--- src/sv/cvm_pkg.sv ---
// ----------------------------------------------------------------------------
// cvm_pkg: shared types and constants of the cell voltage monitor
// Holds the full-scale reading and the control group of the counter bank.
// ----------------------------------------------------------------------------
package cvm_pkg;

  localparam int          VOLT_W   = 16;
  localparam logic [15:0] FULL16   = 16'hFFFF;

  // control of one counter read-modify-write step
  typedef struct packed {
    logic step;        // write back the counters of the current slot
    logic inc_plaus;   // plausibility check passed
    logic inc_tol;     // tolerated window check passed
  } cvm_bank_ctl_t;

endpackage

--- src/sv/cvm_const_div.sv ---
// ----------------------------------------------------------------------------
// cvm_const_div: division by a build-time constant
// Exact floor division by multiplying with a rounded-up reciprocal; returns
// the low 16 bits of the quotient.
// ----------------------------------------------------------------------------
module cvm_const_div
  import cvm_pkg::*;
#(
  parameter int N = 20,
  parameter int D = 12
) (
  input  logic [N-1:0]      dividend,
  output logic [VOLT_W-1:0] quotient
);

  localparam int          L  = (D > 1) ? $clog2(D) : 0;
  localparam int          SH = N + L;
  localparam int          MW = N + 1;
  localparam int          PW = N + MW + VOLT_W;
  localparam logic [63:0] M  = ((64'd1 << SH) + 64'(D) - 64'd1) / 64'(D);

  logic [MW-1:0] recip;
  logic [PW-1:0] prod;

  assign recip    = M[MW-1:0];
  assign prod     = PW'(dividend) * PW'(recip);
  assign quotient = prod[SH +: VOLT_W];

endmodule

--- config.mk ---
export PLATFORM = sky130hd
export DESIGN_NAME = cvm_const_div
export DESIGN_NICKNAME = d
export VERILOG_FILES = /design/src/sv/cvm_pkg.sv /design/src/sv/cvm_const_div.sv
export SDC_FILE = /design/constraint.sdc
export NUM_CORES = 1
export LEC_CHECK = 0
export ABC_AREA = 1
export CAP_MARGIN = 20
export CORE_MARGIN = 2
export CORE_UTILIZATION = 50
export DETAILED_ROUTE_END_ITERATION = 10
export DONT_BUFFER_PORTS = 1
export PLACE_DENSITY_LB_ADDON = 0.2
export SLEW_MARGIN = 20
export SYNTH_ARGS = -nofsm -noshare
export SYNTH_HDL_FRONTEND = slang
export SYNTH_SLANG_ARGS = --single-unit
--- constraint.sdc ---
create_clock -name vclk -period 10.4
set_input_delay 1.04 -clock vclk [all_inputs]
set_output_delay 1.04 -clock vclk [all_outputs]
set_load 0.02 [all_outputs]
==> flow_summary_export.csv, run 1 <==
group,metric,value,unit
cells_and_area,regArea,0,um2
sta,clock.fmax,0.141,GHz
synthesis,most_area_consuming_cells_after_synthesis,"sky130_fd_sc_hd__fa_1 34%, sky130_fd_sc_hd__ha_1 29%, sky130_fd_sc_hd__inv_1 14%",
sta,relSlewSlack,61.9,%
die,die_height,129,um
sta,finalMaxSlewViolations,0,
sta,grt_setup_unrepaired,"false",
worst_setup_path,worst_path_max_delay_cell,"sky130_fd_sc_hd__fa_1",
clock_tree,cts.repair_timing.setup_buffer_count,0,
worst_setup_path,cp_top_family,"adder cells",
detailed_routing,drcViolationCount,0,
worst_setup_path,worstSetupPathDepth,22,
sta,finalSetupViolCount,0,
cells_and_area,filler_cell_count,1473,
synthesis,netlist_top_cells_count,"281 x sky130_fd_sc_hd__inv_1, 183 x sky130_fd_sc_hd__ha_1, 157 x sky130_fd_sc_hd__nand2_1, 134 x sky130_fd_sc_hd__fa_1, 69 x sky130_fd_sc_hd__nor2_1",
cells_and_area,diodes,0,
die,io-pin-count,36,
sta,period_share,68.2,%
run_status,run_status,"complete, no violations",
synthesis,synthMostInstantiatedCell,"sky130_fd_sc_hd__inv_1",
place,placed_cells,1168,
synthesis,syn_nets,1317,
hold_path,timing.hold.worst.class,"in2out",
grt,first_global_vias,6168,
job,drv_cap,0,
synthesis,top_cell_type_s_share_of_synthesized_area,34.4,%
sta,timing.hold.ws,2.75,ns
cells_and_area,final.clkbuf_count,0,
grt,grt_antenna_before_repair,0,
detailed_routing,route.vias.total,5940,
cells_and_area,synthesis_to_finish_area_growth,3.02,%
sta,fin_crit,7.10,ns
worst_setup_path,path_buf_inv,6,
worst_setup_path,endpoint_kind,"primary output",
grt,global_route.overflow_total,0,
worst_setup_path,cp-start-kind,"input port",
detailed_routing,detail_route.wl_per_cell,16.8,um
hold_path,hold_depth,6,
synthesis,synth.lib_cells_used.distinct,28,
place,detailedPlacementHpwl,18400,um
cells_and_area,final_area,0.00803,mm2
worst_setup_path,timing.setup.critical_path_class,"in2out",
synthesis,yosysWarnings,0,
grt,track_usage,25.3,%
die,design.core.area,0.0152,mm2
place,io_buffer_count,0,
detailed_routing,routed_via_density,5.09,
die,die_width,129,um
synthesis,synth_largest_area_cell,"sky130_fd_sc_hd__fa_1",
grt,grt_first_pass_wirelength,32500,um
sta,totalNegativeSetupSlack,0,ns
detailed_routing,drt-pass1-iter-count,4,
synthesis,synthesis.area,0.00780,mm2
cells_and_area,seq_cell_count,0,
worst_setup_path,critical_path.max_stage_delay,0.53,ns
worst_setup_path,timing.critical_path.fanout_max,6,
die,fp.dieArea,0.0166,mm2
cells_and_area,design.final.nets,1319,
worst_setup_path,worstPathArrival,6.06,ns
cells_and_area,area_of_the_multi_input_gates,0.00674,mm2
worst_setup_path,critPathRequiredTime,9.36,ns
die,fp-row-count,45,
synthesis,avgSynthCellArea,7.96,um2
die,initial_utilization,51.3,%
detailed_routing,drt-initial-drc-count,365,
synthesis,syn-instance-count,980,
detailed_routing,drt.antenna.violating_nets,0,
cells_and_area,post_layout_nonfiller_instances,1168,
clock_tree,cts_resized,0,
detailed_routing,final_wirelength,19600,um
grt,grt_max_degree,9,
worst_setup_path,critical_path.cell_chain,"ha_1, ha_1, inv_1, fa_1, inv_1, fa_1, inv_1, fa_1, inv_1, fa_1, inv_1, fa_1, inv_1, ha_1, nand2_1, nor2_1, nand2_1, o21ai_0, nand2_1, nand2_1, nand2_1, nand2_1",
place,gp_routability_congestion,0.951,
clock_tree,cts_hold_repair.buffers,0,
synthesis,synth_seq_area_share,0,%
place,placedInstanceArea,0.00803,mm2
sta,worstMarginPinSlew,0.566,ns
cells_and_area,final_layout_size_suffix_gt1_share,1.43,%
sta,finalHoldViolations,0,
-- cells by family after synthesis --
| family | share of synthesized area, % |
|---|---|
| buffers and inverters | 13.6 |
| AO/OA/AOI/OAI | 6.02 |
| adder cells (fa/ha/maj) | 63.8 |
| XOR/XNOR | 1.57 |
| AND/OR/NAND/NOR | 15.1 |
-- worst paths after layout --
check	startpoint	endpoint	slack [ns]
max	dividend[4]	quotient[8]	3.30
min	dividend[0]	quotient[12]	2.75
-- cell type report --
class / instances / area share (%)
tap: 188 / 2.93
inverter: 282 / 13.2
multi-input combinational: 698 / 83.9
-- routing by layer --
layer  vias to the layer above  global-route usage, %  share of wire, %
met1                      2787                   37.8                49
met3                        20                   2.49               4.5
li1                       3002                      -                 -
met4                         0                   3.52               1.8
met5                         -                      0                 0
met2                       131                   41.1                45
-- tightest hold or removal path, delay by kind of cell --
kind	cells	cell delay, ns
simple gates	5	0.57
buf+inv	1	0.09
-- metrics by stage --
step                setup WS, ns  util, %
finish                      3.30     52.8
global route                2.99     52.8
CTS                         3.36     52.8
detailed placement          3.40     52.8
global placement            3.41     52.8
floorplan                   3.78        -
-- placed cells by master (no fill, tap or decap), drive strengths merged --
| cell | count |
|---|---|
| xnor2 | 5 |
| or2 | 2 |
| xor2 | 9 |
| nand2 | 159 |
| a31oi | 3 |
| nor2 | 77 |
| fa | 134 |
| o211ai | 1 |
| and2 | 1 |
| nor3 | 8 |
| a21oi | 42 |
| o21ai | 26 |
| o21a | 2 |
| a21boi | 2 |
| nand3 | 24 |
| nand4 | 11 |
| inv | 282 |
| ha | 183 |
| a21o | 2 |
| o21bai | 7 |
Power of run 1 is not shown: default switching activity piles up to over one toggle a cycle in this logic, so the estimate is an artifact.
==> inputs of run 2 (changes only) <==
--- a/config.mk
+++ b/config.mk
@@ -5,7 +5,7 @@
 export SDC_FILE = /design/constraint.sdc
 export NUM_CORES = 1
 export LEC_CHECK = 0
-export ABC_AREA = 1
+export ABC_AREA = 0
 export CAP_MARGIN = 20
 export CORE_MARGIN = 2
 export CORE_UTILIZATION = 50
==> constraint.sdc (replaced) <==
create_clock -name vclk -period 5.9
set_input_delay 0.59 -clock vclk [all_inputs]
set_output_delay 0.59 -clock vclk [all_outputs]
set_load 0.02 [all_outputs]
==> run 2 against run 1 <==
Net effect:
- the run now ends with negative setup slack left
- critical endpoint is now quotient[12]
- first-iteration DRC count down 21%
- synthesized cell count decreased by 23%
- critical path depth down 3
- global-route usage increased by 2.2 points
==> flow_summary_export.csv, run 2 <==
group,metric,value,unit
run_status,run_status,"finished, violations left",
run_status,violations,"negative setup slack",
die,die_height,124,um
detailed_routing,drt-initial-drc-count,290,
worst_setup_path,critical_path.cell_chain,"ha_4, ha_4, inv_2, fa_1, fa_1, inv_1, fa_1, fa_1, inv_1, fa_1, inv_2, ha_4, a21o_1, a21o_1, a221oi_2, o21ai_2, a21bo_4, a211oi_4, xnor2_2",
synthesis,synthesis.area,0.00716,mm2
cells_and_area,final.clkbuf_count,0,
synthesis,syn-instance-count,759,
worst_setup_path,cp-start-kind,"input port",
sta,finalHoldViolations,0,
sta,fin_crit,6.02,ns
grt,first_global_vias,6393,
grt,track_usage,27.5,%
cells_and_area,area_of_the_multi_input_gates,0.00735,mm2
synthesis,syn_nets,1096,
die,io-pin-count,36,
worst_setup_path,timing.critical_path.from,"dividend[9]",
synthesis,yosysWarnings,0,
grt,global_route.overflow_total,0,
cells_and_area,filler_cell_count,1036,
place,placed_cells,1041,
place,io_buffer_count,0,
die,die_width,124,um
synthesis,top_cell_type_s_share_of_synthesized_area,37.5,%
cells_and_area,synthesis_to_finish_area_growth,31.1,%
sta,worstMarginPinSlew,0.689,ns
place,placedInstanceArea,0.00829,mm2
detailed_routing,drt.antenna.violating_nets,0,
cells_and_area,design.final.nets,1211,
worst_setup_path,endpoint_kind,"primary output",
worst_setup_path,worstSetupPathDepth,19,
synthesis,synth_largest_area_cell,"sky130_fd_sc_hd__fa_1",
detailed_routing,detail_route.wl_per_cell,18.6,um
cells_and_area,layout.cells.most_common,"sky130_fd_sc_hd__inv_1",
cells_and_area,post_layout_nonfiller_instances,1052,
job,drv_cap,0,
cells_and_area,seq_cell_count,0,
cells_and_area,final_area,0.00939,mm2
detailed_routing,routed_via_density,5.36,
sta,finalMaxSlewViolations,0,
detailed_routing,drt-pass1-iter-count,7,
worst_setup_path,critPathMostFrequentCell,"sky130_fd_sc_hd__fa_1",
sta,grt_setup_unrepaired,"true",
worst_setup_path,timing.setup.critical_path_class,"in2out",
hold_path,timing.hold.worst.class,"in2out",
grt,grt_first_pass_wirelength,32300,um
worst_setup_path,cp_top_family,"adder cells",
grt,grt_antenna_before_repair,0,
cells_and_area,diodes,0,
worst_setup_path,critical_path.max_stage_delay,0.51,ns
cells_and_area,regArea,0,um2
place,detailedPlacementHpwl,16700,um
synthesis,synth_seq_area_share,0,%
detailed_routing,drcViolationCount,0,
worst_setup_path,worst_path_max_delay_cell,"sky130_fd_sc_hd__fa_1",
synthesis,synth.lib_cells_used.distinct,48,
worst_setup_path,critPathRequiredTime,5.31,ns
detailed_routing,route.vias.total,5643,
sta,finalSetupViolCount,11,
grt,grt_max_degree,9,
die,fp-row-count,43,
sta,relSlewSlack,54.0,%
die,design.core.area,0.0139,mm2
sta,layout_setup_ws,-0.123,ns
worst_setup_path,path_buf_inv,4,
synthesis,netlist_top_cells_count,"234 x sky130_fd_sc_hd__inv_1, 183 x sky130_fd_sc_hd__ha_1, 134 x sky130_fd_sc_hd__fa_1, 27 x sky130_fd_sc_hd__a21oi_1, 23 x sky130_fd_sc_hd__nand2_1",
worst_setup_path,timing.critical_path.fanout_max,7,
worst_setup_path,worstPathArrival,5.43,ns
synthesis,most_area_consuming_cells_after_synthesis,"sky130_fd_sc_hd__fa_1 37%, sky130_fd_sc_hd__ha_1 32%, sky130_fd_sc_hd__inv_1 12%",
sta,clock.fmax,0.166,GHz
worst_setup_path,worst_setup_path_endpoint,"quotient[12]",
cells_and_area,final_layout_size_suffix_gt1_share,31.0,%
die,initial_utilization,51.4,%
synthesis,avgSynthCellArea,9.44,um2
die,fp.dieArea,0.0153,mm2
detailed_routing,final_wirelength,19600,um
synthesis,synthMostInstantiatedCell,"sky130_fd_sc_hd__inv_1",
sta,period_share,102,%
cells_and_area,layout_common_cells,"218 x sky130_fd_sc_hd__inv_1, 136 x sky130_fd_sc_hd__ha_1, 122 x sky130_fd_sc_hd__fa_1, 109 x sky130_fd_sc_hd__buf_4, 42 x sky130_fd_sc_hd__ha_4",
place,gp_routability_congestion,0.952,
==> run 2: cell count changes after synthesis, sizes merged, moves of 6 or more <==
cell and change:
o21bai -6, a21o +8, inv -48, o21ai -9, xnor2 +14, nand2 -136
a21oi -14, nand3 -13, a31oi +6, nor2 -58, nor3 -6
==> run 2: repair_timing <==
| action | 4_1_cts | 5_1_grt |
|---|---|---|
| endpoints found under the setup margin | 15 | 16 |
| pin swaps | 61 | 67 |
| gates resized for setup | 109 | 70 |
| hold buffers | 0 | 0 |
| buffers inserted | 8 | 5 |
==> run 2: final cells by class <==
| type | instances | area share [%] |
|---|---|---|
| repair buffers | 119 | 9.92 |
| multi-input cells | 519 | 78.3 |
| inverters | 234 | 9.38 |
| well taps | 180 | 2.40 |
==> run 2: metal layers <==
metal | wire (um) | track usage [%] | vias to the layer above | part of all wire, %
li1 | - | - | 2630 | -
met2 | 9160 | 43.8 | 159 | 47
met4 | 505 | 6.53 | 0 | 2.6
met5 | 0 | 0 | - | 0
met1 | 8650 | 37.9 | 2817 | 44
met3 | 1290 | 6.68 | 37 | 6.6
==> run 2: metrics by stage <==
| step | hold WS [ns] | setup slack (ns) | util [%] | TNS (ns) |
|---|---|---|---|---|
| 5_1_grt | 1.96 | -0.309 | 67.4 | -2.76 |
| 3_3_place_gp | 1.84 | -0.366 | 59.5 | -3.19 |
| 4_1_cts | 1.89 | -0.171 | 64.9 | -0.930 |
| 6_report | 1.90 | -0.123 | 67.4 | -0.717 |
| 3_5_place_dp | 1.88 | -0.377 | 59.5 | -3.49 |
| 2_1_floorplan | 1.69 | 0.00778 | - | 0 |
==> run 2: worst min-delay path by stage <==
| stage | from | to | cells past startpoint | slack (ns) |
|---|---|---|---|---|
| after floorplan | dividend[19] | quotient[15] | 4 | 1.69 |
| after global placement | dividend[19] | quotient[15] | 5 | 1.84 |
| after detailed placement | dividend[19] | quotient[15] | 5 | 1.88 |
| after CTS | dividend[19] | quotient[15] | 5 | 1.89 |
| after global routing | dividend[19] | quotient[15] | 5 | 1.96 |
| final | dividend[19] | quotient[15] | 5 | 1.90 |
==> run 2: cells by family (layout without fill, tap and decap cells) <==
family	after synthesis	in the layout	synth area share [%]
adder cells (fa/ha/maj)	317	317	69.4
XOR/XNOR	29	29	3.55
AND/OR/NAND/NOR	81	81	5.66
buffers and inverters	240	353	12.6
AO/OA/AOI/OAI	92	92	8.77
Power of run 2 is left out for the same reason.
==> inputs of run 3 (changes only) <==
--- a/config.mk
+++ b/config.mk
@@ -11,7 +11,7 @@
 export CORE_UTILIZATION = 50
 export DETAILED_ROUTE_END_ITERATION = 10
 export DONT_BUFFER_PORTS = 1
-export PLACE_DENSITY_LB_ADDON = 0.2
+export PLACE_DENSITY = 0.72
 export SLEW_MARGIN = 20
 export SYNTH_ARGS = -nofsm -noshare
 export SYNTH_HDL_FRONTEND = slang
==> run 3 against run 2 <==
Net effect:
- the flow still finishes with violations (negative setup slack)
- first-iteration DRC count fell by 3.8%
- global-route usage rose by 0.19 points
- count of clock-buffer cells in the layout did not move
- sequential share of layout area did not move
- cell area barely moved
==> flow_summary_export.csv, run 3 (synthesis gave the netlist of run 2 again) <==
group,metric,value,unit
worst_setup_path,timing.critical_path.fanout_max,6,
sta,finalHoldViolations,0,
hold_path,timing.hold.worst.class,"in2out",
sta,timing.hold.ws,1.81,ns
worst_setup_path,endpoint_kind,"primary output",
cells_and_area,regArea,0,um2
detailed_routing,drt-pass1-iter-count,4,
cells_and_area,seq_cell_count,0,
sta,relSlewSlack,54.4,%
grt,grt_max_degree,9,
die,fp.dieArea,0.0153,mm2
cells_and_area,layout_common_cells,"216 x sky130_fd_sc_hd__inv_1, 135 x sky130_fd_sc_hd__ha_1, 121 x sky130_fd_sc_hd__fa_1, 104 x sky130_fd_sc_hd__buf_4, 45 x sky130_fd_sc_hd__ha_4",
clock_tree,cts_hold_repair.buffers,0,
detailed_routing,drt.antenna.violating_nets,0,
cells_and_area,diodes,0,
run_status,run_status,"finished, violations left",
sta,period_share,104,%
worst_setup_path,cp-start-kind,"input port",
run_status,violations,"negative setup slack",
sta,worstMarginPinSlew,0.684,ns
place,detailedPlacementHpwl,16200,um
worst_setup_path,path_buf_inv,3,
die,io-pin-count,36,
detailed_routing,drt-initial-drc-count,279,
worst_setup_path,critical_path.cell_chain,"ha_4, fa_2, inv_2, fa_1, inv_1, fa_1, fa_1, fa_2, ha_4, ha_4, nand4_1, nor2_1, o2111a_2, nor3b_4, a211oi_2, a311oi_2, xor2_1, buf_4",
sta,finalMaxSlewViolations,0,
place,placedInstanceArea,0.00827,mm2
cells_and_area,synthesis_to_finish_area_growth,31.1,%
detailed_routing,routed_via_density,5.38,
place,gp_routability_congestion,0.935,
job,drv_cap,0,
cells_and_area,layout.cells.most_common,"sky130_fd_sc_hd__inv_1",
worst_setup_path,worstPathArrival,5.53,ns
sta,grt_setup_unrepaired,"true",
worst_setup_path,cp_top_family,"adder cells",
cells_and_area,final_area,0.00939,mm2
worst_setup_path,critPathRequiredTime,5.31,ns
detailed_routing,route.vias.total,5635,
grt,grt_antenna_before_repair,0,
die,die_width,124,um
die,initial_utilization,51.4,%
sta,fin_crit,6.12,ns
die,fp-row-count,43,
die,design.core.area,0.0139,mm2
grt,track_usage,27.7,%
worst_setup_path,worst_path_max_delay_cell,"sky130_fd_sc_hd__fa_2",
grt,grt_first_pass_wirelength,32300,um
sta,clock.fmax,0.163,GHz
place,io_buffer_count,0,
detailed_routing,drcViolationCount,0,
worst_setup_path,critical_path.max_stage_delay,0.59,ns
grt,first_global_vias,6245,
detailed_routing,detail_route.wl_per_cell,19.6,um
sta,finalSetupViolCount,14,
sta,layout_setup_ws,-0.225,ns
cells_and_area,design.final.nets,1206,
worst_setup_path,timing.setup.critical_path_class,"in2out",
detailed_routing,final_wirelength,20600,um
cells_and_area,final.clkbuf_count,0,
cells_and_area,final_layout_size_suffix_gt1_share,30.8,%
die,die_height,124,um
grt,global_route.overflow_total,0,
==> run 3: cell types whose count changed in the layout (fill, tap and decap cells not counted), moves of 3 or more <==
cell | previous run | this run
sky130_fd_sc_hd__a31oi_2 | 3 | 0
sky130_fd_sc_hd__inv_2 | 15 | 18
sky130_fd_sc_hd__buf_4 | 109 | 104
sky130_fd_sc_hd__ha_4 | 42 | 45
==> run 3: final timing paths <==
path | from | endpoint | depth (start not counted)
max | dividend[4] | quotient[10] | 18
min | dividend[19] | quotient[15] | 5
==> run 3: worst min-delay path: stages <==
cell                      delay [ns]
sky130_fd_sc_hd__xnor2_1        0.07
sky130_fd_sc_hd__xnor2_1        0.17
sky130_fd_sc_hd__xnor2_1        0.13
sky130_fd_sc_hd__xnor2_2        0.13
sky130_fd_sc_hd__buf_4          0.13
==> run 3: cell type report <==
type	instances	area (um2)
Timing Repair Buffer	114	893
Inverter	234	878
Fill cell	972	4550
Multi-Input combinational cell	519	7390
Tap cell	180	225
==> run 3: timing repair <==
action,4_1_cts,5_1_grt
gates resized for setup,112,63
pin swaps,47,57
endpoints found under the setup margin,15,16
buffers inserted,6,3
gates cloned,0,0
==> run 3: per-stage QoR <==
| step | TNS, ns | utilization (%) | setup slack, ns | std cells |
|---|---|---|---|---|
| CTS | -1.18 | 65.0 | -0.228 | 1044 |
| global placement | -3.84 | 59.3 | -0.439 | 1038 |
| floorplan | 0 | - | 0.00778 | 759 |
| finish | -1.46 | 67.4 | -0.225 | 1047 |
| global route | -4.07 | 67.4 | -0.362 | 1047 |
| detailed placement | -4.43 | 59.3 | -0.472 | 1038 |
==> run 3: per-layer routing <==
metal,up-vias,wire (um),global-route usage [%],share of wire (%)
li1,2622,-,-,-
met1,2766,8440,37.7,41
met2,185,9980,45.8,49
met3,62,1210,3.94,5.9
met4,0,925,8.74,4.5
met5,-,0,0,0
Power of run 3 is left out for the same reason.
